===== src/rtl/core/tgarle_pkg.sv =====
// Types and constants shared by the TGA run-length row decoder modules.
package tgarle_pkg;

    localparam int unsigned ROW_W   = 18;
    localparam int unsigned PIX_W   = 32;
    localparam int unsigned COUNT_W = 8;

    // Decoder phase codes.
    localparam logic [1:0] PH_HEADER = 2'd0;
    localparam logic [1:0] PH_REPEAT = 2'd1;
    localparam logic [1:0] PH_RAW    = 2'd2;

    // Configuration register indexes.
    localparam logic CFG_BPP = 1'b0;
    localparam logic CFG_ROW = 1'b1;

    localparam logic [2:0]       BPP_RESET = 3'd3;
    localparam logic [ROW_W-1:0] ROW_RESET = 18'd1920;

    typedef struct packed {
        logic [1:0]         phase;
        logic [COUNT_W-1:0] pixels_left;
        logic [1:0]         byte_index;
        logic [PIX_W-1:0]   pixel_accum;
        logic [ROW_W-1:0]   bytes_remaining;
        logic [COUNT_W-1:0] run_length;
    } state_t;

    typedef struct packed {
        logic               valid;
        logic [PIX_W-1:0]   pixel;
        logic [COUNT_W-1:0] repeat_res;
        logic               last_of_row;
        logic               overrun;
    } result_t;

endpackage


===== src/rtl/core/tgarle_step.sv =====
// Next-state and result logic for one byte of the run-length stream.
module tgarle_step (
    input  tgarle_pkg::state_t                 state,
    input  logic [7:0]                         data_byte,
    input  logic [2:0]                         bytes_per_pixel,
    input  logic [tgarle_pkg::ROW_W-1:0]       row_bytes,
    output tgarle_pkg::state_t                 state_next,
    output tgarle_pkg::result_t                result
);
    import tgarle_pkg::*;

    logic [2:0]         bpp_eff;
    logic [COUNT_W-1:0] count;
    logic [10:0]        need;
    logic [PIX_W-1:0]   accum_new;
    logic [COUNT_W-1:0] left_new;
    logic [1:0]         phase_new;

    // Out-of-range pixel sizes clamp to 1 or 4 bytes.
    always_comb
    begin
        if (bytes_per_pixel == 3'd0)
        begin
            bpp_eff = 3'd1;
        end
        else if (bytes_per_pixel > 3'd4)
        begin
            bpp_eff = 3'd4;
        end
        else
        begin
            bpp_eff = bytes_per_pixel;
        end
    end

    assign count     = {1'b0, data_byte[6:0]} + 8'd1;
    assign need      = {3'b000, count} * {8'h00, bpp_eff};
    assign accum_new = state.pixel_accum
                     | ({24'h000000, data_byte} << {state.byte_index, 3'b000});
    assign left_new  = (state.phase == PH_REPEAT) ? 8'd0 : (state.pixels_left - 8'd1);
    assign phase_new = (left_new == 8'd0) ? PH_HEADER : state.phase;

    always_comb
    begin
        state_next = state;
        result     = '0;
        case (state.phase)
            PH_HEADER:
            begin
                state_next.pixels_left = '0;
                state_next.byte_index  = '0;
                state_next.pixel_accum = '0;
                if ({7'd0, need} > state.bytes_remaining)
                begin
                    // The packet does not fit the row: drop it and restart the row.
                    state_next.bytes_remaining = row_bytes;
                    result.valid               = 1'b1;
                    result.overrun             = 1'b1;
                end
                else
                begin
                    state_next.bytes_remaining = state.bytes_remaining - {7'd0, need};
                    state_next.phase           = data_byte[7] ? PH_REPEAT : PH_RAW;
                    state_next.pixels_left     = count;
                    state_next.run_length      = count;
                end
            end
            default:
            begin
                if (({1'b0, state.byte_index} + 3'd1) < bpp_eff)
                begin
                    state_next.pixel_accum = accum_new;
                    state_next.byte_index  = state.byte_index + 2'd1;
                end
                else
                begin
                    state_next.pixel_accum = '0;
                    state_next.byte_index  = '0;
                    state_next.pixels_left = left_new;
                    state_next.phase       = phase_new;
                    result.valid           = 1'b1;
                    result.pixel           = accum_new;
                    result.repeat_res      = (state.phase == PH_REPEAT) ? state.run_length
                                                                        : 8'd1;
                    if ((phase_new == PH_HEADER) && (state.bytes_remaining == '0))
                    begin
                        result.last_of_row         = 1'b1;
                        state_next.bytes_remaining = row_bytes;
                    end
                end
            end
        endcase
    end

endmodule


===== src/rtl/core/tga_rle_row_decoder_top.sv =====
// Top level of the TGA run-length row decoder.
// The decoder takes one compressed byte per cycle unless the input stalls: each
// byte is decoded in the cycle it is accepted, so the decoder state loop closes
// through the state register alone, and a completed pixel appears in the output
// register on the next cycle. A header byte that fits the row, or a pixel byte
// that does not finish a pixel, yields no result. The input stalls only while a
// result is held in the output register by a downstream stall. Configuration
// writes are always ready; a new row size applies from the next row start, or at
// once when no byte of the current row has been consumed.
module tga_rle_row_decoder_top (
    input  logic                          clk,
    input  logic                          rst_n,
    input  logic                          in_valid,
    output logic                          in_stall,
    input  logic [7:0]                    data_byte,
    output logic                          out_valid,
    input  logic                          out_stall,
    output logic [tgarle_pkg::PIX_W-1:0]  pixel,
    output logic [7:0]                    repeat_res,
    output logic                          last_of_row,
    output logic                          overrun,
    input  logic                          cfg_valid,
    output logic                          cfg_ready,
    input  logic                          cfg_index,
    input  logic [tgarle_pkg::ROW_W-1:0]  cfg_data
);
    import tgarle_pkg::*;

    state_t           state_reg;
    state_t           state_next;
    state_t           step_next;
    result_t          step_res;
    logic [2:0]       bpp_reg;
    logic [ROW_W-1:0] row_reg;
    logic             out_valid_reg;
    logic             out_valid_next;
    result_t          out_reg;
    logic             in_take;
    logic             cfg_take;

    tgarle_step u_step (
        .state           (state_reg),
        .data_byte       (data_byte),
        .bytes_per_pixel (bpp_reg),
        .row_bytes       (row_reg),
        .state_next      (step_next),
        .result          (step_res)
    );

    assign in_stall  = out_valid_reg & out_stall;
    assign in_take   = in_valid & ~in_stall;
    assign cfg_ready = 1'b1;
    assign cfg_take  = cfg_valid & cfg_ready;

    always_comb
    begin
        state_next = state_reg;
        if (in_take)
        begin
            state_next = step_next;
        end
        else if (cfg_take && (cfg_index == CFG_ROW) && (state_reg.phase == PH_HEADER)
                 && (state_reg.bytes_remaining == row_reg))
        begin
            // Nothing of this row consumed yet, so the new size applies now.
            state_next.bytes_remaining = cfg_data;
        end
    end

    always_comb
    begin
        out_valid_next = out_valid_reg;
        if (!in_stall)
        begin
            out_valid_next = in_take & step_res.valid;
        end
    end

    always_ff @(posedge clk or negedge rst_n)
    begin
        if (!rst_n)
        begin
            state_reg     <= '{phase:           PH_HEADER,
                               pixels_left:     '0,
                               byte_index:      '0,
                               pixel_accum:     '0,
                               bytes_remaining: ROW_RESET,
                               run_length:      '0};
            bpp_reg       <= BPP_RESET;
            row_reg       <= ROW_RESET;
            out_valid_reg <= 1'b0;
        end
        else
        begin
            state_reg     <= state_next;
            out_valid_reg <= out_valid_next;
            if (cfg_take)
            begin
                case (cfg_index)
                    CFG_BPP: bpp_reg <= cfg_data[2:0];
                    CFG_ROW: row_reg <= cfg_data;
                    default: row_reg <= row_reg;
                endcase
            end
        end
    end

    always_ff @(posedge clk)
    begin
        if (in_take && step_res.valid)
        begin
            out_reg <= step_res;
        end
    end

    assign out_valid   = out_valid_reg;
    assign pixel       = out_reg.pixel;
    assign repeat_res  = out_reg.repeat_res;
    assign last_of_row = out_reg.last_of_row;
    assign overrun     = out_reg.overrun;

endmodule


===== config.mk =====
export PLATFORM = sky130hd
export DESIGN_NAME = tga_rle_row_decoder_top
export DESIGN_NICKNAME = d
export VERILOG_FILES = /design/src/rtl/core/tgarle_pkg.sv /design/src/rtl/core/tgarle_step.sv /design/src/rtl/core/tga_rle_row_decoder_top.sv
export SDC_FILE = /design/constraint.sdc
export NUM_CORES = 1
export LEC_CHECK = 0
export BUFFER_PORTS_ARGS = -buffer_cell sky130_fd_sc_hd__buf_4
export CORE_ASPECT_RATIO = 1.5
export CORE_UTILIZATION = 60
export CTS_BUF_LIST = sky130_fd_sc_hd__clkbuf_8
export DETAILED_ROUTE_END_ITERATION = 10
export PLACE_DENSITY = 0.81
export SYNTH_ARGS = -nofsm -noshare
export SYNTH_HDL_FRONTEND = slang
export SYNTH_SLANG_ARGS = --single-unit
export TNS_END_PERCENT = 100

===== constraint.sdc =====
create_clock -name clk -period 17.9 [get_ports clk]
set_clock_uncertainty 0.2 [all_clocks]
set_input_delay 3.58 -clock clk [delete_from_list [all_inputs] [get_ports clk]]
set_output_delay 3.58 -clock clk [all_outputs]
set_load 0.005 [all_outputs]

-- Word level (Yosys, flattened, before mapping)
Cells that the tools add are included.
- input port bits: 32
- register bits: 134
- word-level logic and storage cells: 76
- output and inout bits: 45
- reductions and logical operators: 19
- eq/ne operators: 6
- $add $sub $neg: 5
- $lt $le $gt $ge: 3
- bitwise gates (word level): 8
- multiplexer cells: 19
- shifts and indexed selects: 1
- $mul: 1
- operator list (kind ; number):
    2-to-1 mux 18 bit ; 5
    2-to-1 mux 62 bit ; 1
    2-to-1 mux 42 bit ; 1
    2-to-1 mux 34 bit ; 1
    OR 32 bit ; 1
    left shift 8 x 5 -> 32 bit ; 1
    2-to-1 mux 10 bit ; 2
    == test 18 bit ; 1
    greater-than comparator 11 x 18 -> 1 bit ; 1
    logical NOT 18 bit ; 1
    subtractor 18 x 11 -> 18 bit ; 1
    2-to-1 mux 8 bit ; 2
    multiplier 8 x 3 -> 11 bit ; 1
    AND reduction 3 bit ; 3
    adder 7 x 1 -> 8 bit (second input constant) ; 1
    logical NOT 8 bit ; 1
    subtractor 8 x 1 -> 8 bit (second input constant) ; 1
    2-to-1 mux 3 bit ; 2
    AND reduction 2 bit ; 3
    logical AND 1 bit ; 5
    logical NOT 2 bit ; 2
    2-to-1 mux 2 bit ; 2
    inequality test 2 bit (second input constant) ; 2
    NOT 1 bit ; 4
    13 further kinds ; 17

-- Depth between registers and ports, before layout
- word-level depth: 10
- mapped depth: 24
- depth with buffers taken out: 22

-- By module
A second synthesis with hierarchy kept.
- cell total of the unflattened synthesis: 733
- area, all modules: 7886.3 µm²
- modules (own cells, without submodules) (module ; area each (µm²) ; cells each ; instances ; sequential area each (µm²)):
    tga_rle_row_decoder_top ; 5175.0 ; 286 ; 1 ; 3575.9
    tgarle_step ; 2711.4 ; 447 ; 1 ; 0.0

-- Least setup slack after synthesis
OpenSTA, ideal clock, no wires.
- path type: input port to flip-flop
- from: in data_byte[2]
- to: reg out_reg (netlist bit last_of_row), enable pin
- library setup time: 0.442 ns
- data arrival time: 9.269 ns
- data required time: 17.258 ns
- cell stages on the path: 21
- path buffers: 2
- setup slack: 7.989 ns
- path through: clkbuf_1 > nand3_1 > xnor2_1 > nand2_1 > fa_1 > inv_1 > fa_1 > a21o_1 > a21oi_1 > nor2b_1 > o21a_1 > o21ai_0 > nand2b_1 > a21oi_1 > ha_1 > nand3_1 > o211ai_1 > or2_0 > o31a_1 > buf_2 > nor2_1
- cells in the longest elaborated chain, start to end: 6
- RTL lines (item ; line ; text):
    start, declared ; tga_rle_row_decoder_top.sv:15 ; input logic [7:0] data_byte,
    adder 7 x 1 -> 8 bit ; tgarle_step.sv:36 ; assign count = {1'b0, data_byte[6:0]} + 8'd1;
    multiplier 8 x 3 -> 11 bit ; tgarle_step.sv:37 ; assign need = {3'b000, count} * {8'h00, bpp_eff};
    greater-than comparator 11 x 18 -> 1 bit ; tgarle_step.sv:53 ; if ({7'd0, need} > state.bytes_remaining)
    2-to-1 mux 1 bit ; tgarle_step.sv:53 ;
    2-to-1 mux 1 bit ; tgarle_step.sv:47 ; case (state.phase)
    logical AND 1 bit ; tga_rle_row_decoder_top.sv:110 ; if (in_take && step_res.valid)
    end signal, assigned ; tga_rle_row_decoder_top.sv:112 ; out_reg <= step_res;
    end, declared ; tga_rle_row_decoder_top.sv:37 ; result_t out_reg;
No other way between the ends.
A chain may end at the register's enable or synchronous reset.

-- Final worst setup path
- from: in data_byte[0]
- to: reg out_reg (netlist bit pixel[14]), enable pin
The elaborated chain is that of the path after synthesis.

==> impl_metrics.env <==
export IMPL_drt_wirelength_per_cell_um=17.7
export IMPL_hpwl_mm=12.4
export IMPL_crit_type="in2reg"
export IMPL_synth_edf_count=42
export IMPL_core_area_um2=11700
export IMPL_rsz0062_at_grt="false"
export IMPL_post_synth_top_area_cell="dfrtp_1"
export IMPL_power_density_nw_per_um2=170
export IMPL_total_power_mw=1.41
export IMPL_synth_top_area_share_pct=28.3
export IMPL_hold_viol_final=0
export IMPL_finalSetupTns_ns=0
export IMPL_ys_seq_area_share_pct=49.3
export IMPL_postCtsSetupRepairBufs=0
export IMPL_globalplace_congestion=0.946
export IMPL_clk_path_buf_depth=2
export IMPL_worstReg2RegEnd="pixel[14]$_SDFFCE_PP0P_"
export IMPL_antenna_found_initial=0
export IMPL_die_y_um=137
export IMPL_worst_hold_startpoint="state_reg[4]$_DFFE_PN0P_"
export IMPL_crit_path_end_kind="register"
export IMPL_ctsHoldBuffers=0
export IMPL_vias=5819
export IMPL_cts_resized=0
export IMPL_synthesis_area_um2=7260
export IMPL_htreeDepth=4
export IMPL_num_nets_final=873
export IMPL_r2r_start="bpp_reg[1]$_DFFE_PN1P_"
export IMPL_hold_depth=2
export IMPL_arrival_ns=8.87
export IMPL_setup_viol=0
export IMPL_die_area_um2=12600
export IMPL_synthTopCellsByArea="dfrtp_1 (28%), edfxtp_1 (17%), nor2_1 (6.1%)"
export IMPL_hp_class="reg2reg"
export IMPL_rows=48
export IMPL_fp_dieW_um=91.8
export IMPL_worst_r2r_path_depth=18
export IMPL_avgSynthCellArea_um2=9.72
export IMPL_register_area_um2=3580
export IMPL_clkTransAtPathRegs_ns=0.08
export IMPL_yosys_register_bits=134
export IMPL_postRouteAntennaNets=0
export IMPL_fill_cells=878
export IMPL_holdPathEnd="state_reg[4]$_DFFE_PN0P_"
export IMPL_finalWirelength_mm=17.2
export IMPL_port_buffers=75
export IMPL_drive_gt1_share_pct=18.8
export IMPL_start_util_pct=62.3
export IMPL_dr_pass1_iters=5
export IMPL_clock_sinks=134
export IMPL_drc=0
export IMPL_root_buffer="clkbuf_8"
export IMPL_synth_nets=813
export IMPL_slew_limit_headroom_pct=22.9
export IMPL_syn_inst=747
export IMPL_antennaDiodeCount=0
export IMPL_p_leak_nw=3.59
export IMPL_max_vdd_ir_drop_v=0.0000820
export IMPL_areaGrowthSynthToFinish_pct=14.1
export IMPL_grt_first_pass_wirelength_mm=28.2
export IMPL_tritoncts="yes"
export IMPL_cap_violations=0
export IMPL_multi_input_area_um2=3420
export IMPL_maxSlewViolCount=0
export IMPL_grt_max_degree=54
export IMPL_ff2ff_setup_slack_ns=11.72
export IMPL_num_io_pins=77
export IMPL_ys_types=62
export IMPL_grt_usage_pct=29.4
export IMPL_max_freq_mhz=111
export IMPL_grt_pass1_vias=5727
export IMPL_clock_latency_ns=0.46
export IMPL_status="finished clean"
export IMPL_post_route_period_util_pct=50.2
export IMPL_yosys_warnings=0
export IMPL_tightest_slew_ns=1.15
export IMPL_cp_start_kind="input port"
export IMPL_finalCriticalPeriod_ns=8.99
export IMPL_overflow=0
export IMPL_yosys_most_used_dff="dfrtp_1"
export IMPL_cp_max_fo=42
export IMPL_cts_made_buffers=17
export IMPL_cp_required_ns=17.78
export IMPL_via_per_inst=6.00
export IMPL_synth_async_reset_ratio_pct=68.7
export IMPL_largest_reg_flops=70
export IMPL_drt_initial_drc_count=431
[placed cells by master (no fill, tap or decap), types with 4 or more instances in the layout]
| cell type | instances |
|---|---|
| o21ai_0 | 17 |
| inv_6 | 5 |
| xor2_1 | 10 |
| a211oi_1 | 11 |
| xnor2_1 | 26 |
| o211ai_1 | 4 |
| dfstp_2 | 10 |
| o31ai_1 | 7 |
| ha_1 | 26 |
| nand4_1 | 6 |
| nand2_1 | 72 |
| mux2_2 | 20 |
| inv_1 | 27 |
| nor2_1 | 117 |
| fa_1 | 8 |
| nor2b_1 | 8 |
| nand3_1 | 10 |
| a22o_1 | 5 |
| and2_1 | 13 |
| nand2b_1 | 6 |
| edfxtp_1 | 42 |
| a21oi_1 | 82 |
| buf_4 | 81 |
| or3_1 | 6 |
| clkbuf_8 | 17 |
| a21o_1 | 9 |
| o21ai_1 | 10 |
| nor3_1 | 20 |
| dfrtp_1 | 82 |
| nor4_1 | 5 |
[worst max path at each step]
stage | startpoint | endpoint
after global placement | data_byte[0] | pixel[13]$_SDFFCE_PP0P_
after detailed placement | data_byte[0] | pixel[14]$_SDFFCE_PP0P_
after CTS | data_byte[0] | pixel[7]$_SDFFCE_PP0P_
after global routing | data_byte[0] | pixel[7]$_SDFFCE_PP0P_
after floorplan | data_byte[2] | last_of_row$_SDFFCE_PP0P_
final | data_byte[0] | pixel[14]$_SDFFCE_PP0P_
[critical path, cell delays in order]
cell      delay [ns]
buf_4           0.18
ha_1            0.26
xnor2_1         0.16
nor3_1          0.22
fa_1            0.47
ha_1            0.24
fa_1            0.41
a21o_1          0.17
a21oi_1         0.20
nor2b_1         0.08
o21a_1          0.19
o21ai_0         0.21
nand2b_1        0.08
a21oi_1         0.17
ha_1            0.30
nand3_1         0.11
o211ai_1        0.12
or2_0           0.35
o31a_1          0.45
nor2_4          0.92
[cells by family (layout without fill, tap and decap cells)]
logic type / count (synthesis) / in the layout / synth area share, %
other: 1 / 1 / 0.0516
DFF: 134 / 134 / 49.3
AOI/OAI and AO/OA: 177 / 177 / 15.4
buffers and inverters: 67 / 140 / 3.95
and+or+nand+nor: 277 / 277 / 17.1
muxes: 21 / 21 / 3.24
xor gates and xnor gates: 36 / 36 / 4.34
adders and majority gates: 34 / 34 / 6.69
[final cells by class]
cell class                 count  area share [%]
timing repair buffer          81            7.34
multi-input combinational    546            41.3
inverter                      27            1.22
clock buffer                  17            2.82
sequential                   134            43.2
clock inverter                15            1.93
tap                          150            2.27
[report_power, final]
part           total, mW  internal (mW)  switching, mW
clock              0.253          0.115          0.138
combinational      0.632          0.255          0.377
sequential         0.526          0.444         0.0821
total               1.41          0.815          0.596
[cells in the mapped netlist (all sizes together), types with 3 or more instances]
cell and count:
a211oi 11, a21o 9, a21oi 83, a22o 5, and2 13, buf 14
clkbuf 26, dfrtp 82, dfstp 10, edfxtp 42, fa 8, ha 26
inv 27, mux2 20, nand2 72, nand2b 6, nand3 10, nand4 6
nor2 118, nor2b 8, nor3 20, nor3b 3, nor4 5, o211ai 4
o21a 3, o21ai 28, o31ai 9, or2 3, or3 6, or4 3
xnor2 26, xor2 10
[layer usage]
layer | track usage (%) | up-vias | wire length (um)
met5 | 0 | - | 0
met3 | 4.67 | 53 | 920
met4 | 16.6 | 0 | 702
met2 | 51.2 | 227 | 8910
met1 | 34.6 | 2805 | 6630
li1 | - | 2734 | -
[per-stage QoR]
step | util [%] | cell area (um^2) | hold slack [ns] | worst slack (ns) | cells
floorplan | - | 7260 | 0.238 | 7.99 | 747
global placement | 67.7 | 7890 | 0.251 | 8.63 | 938
detailed placement | 67.7 | 7890 | 0.255 | 8.44 | 938
CTS | 71.1 | 8290 | 0.276 | 8.90 | 970
global route | 71.1 | 8290 | 0.298 | 8.48 | 970
finish | 71.1 | 8290 | 0.271 | 8.91 | 970
(Power assumes the default switching activity.)
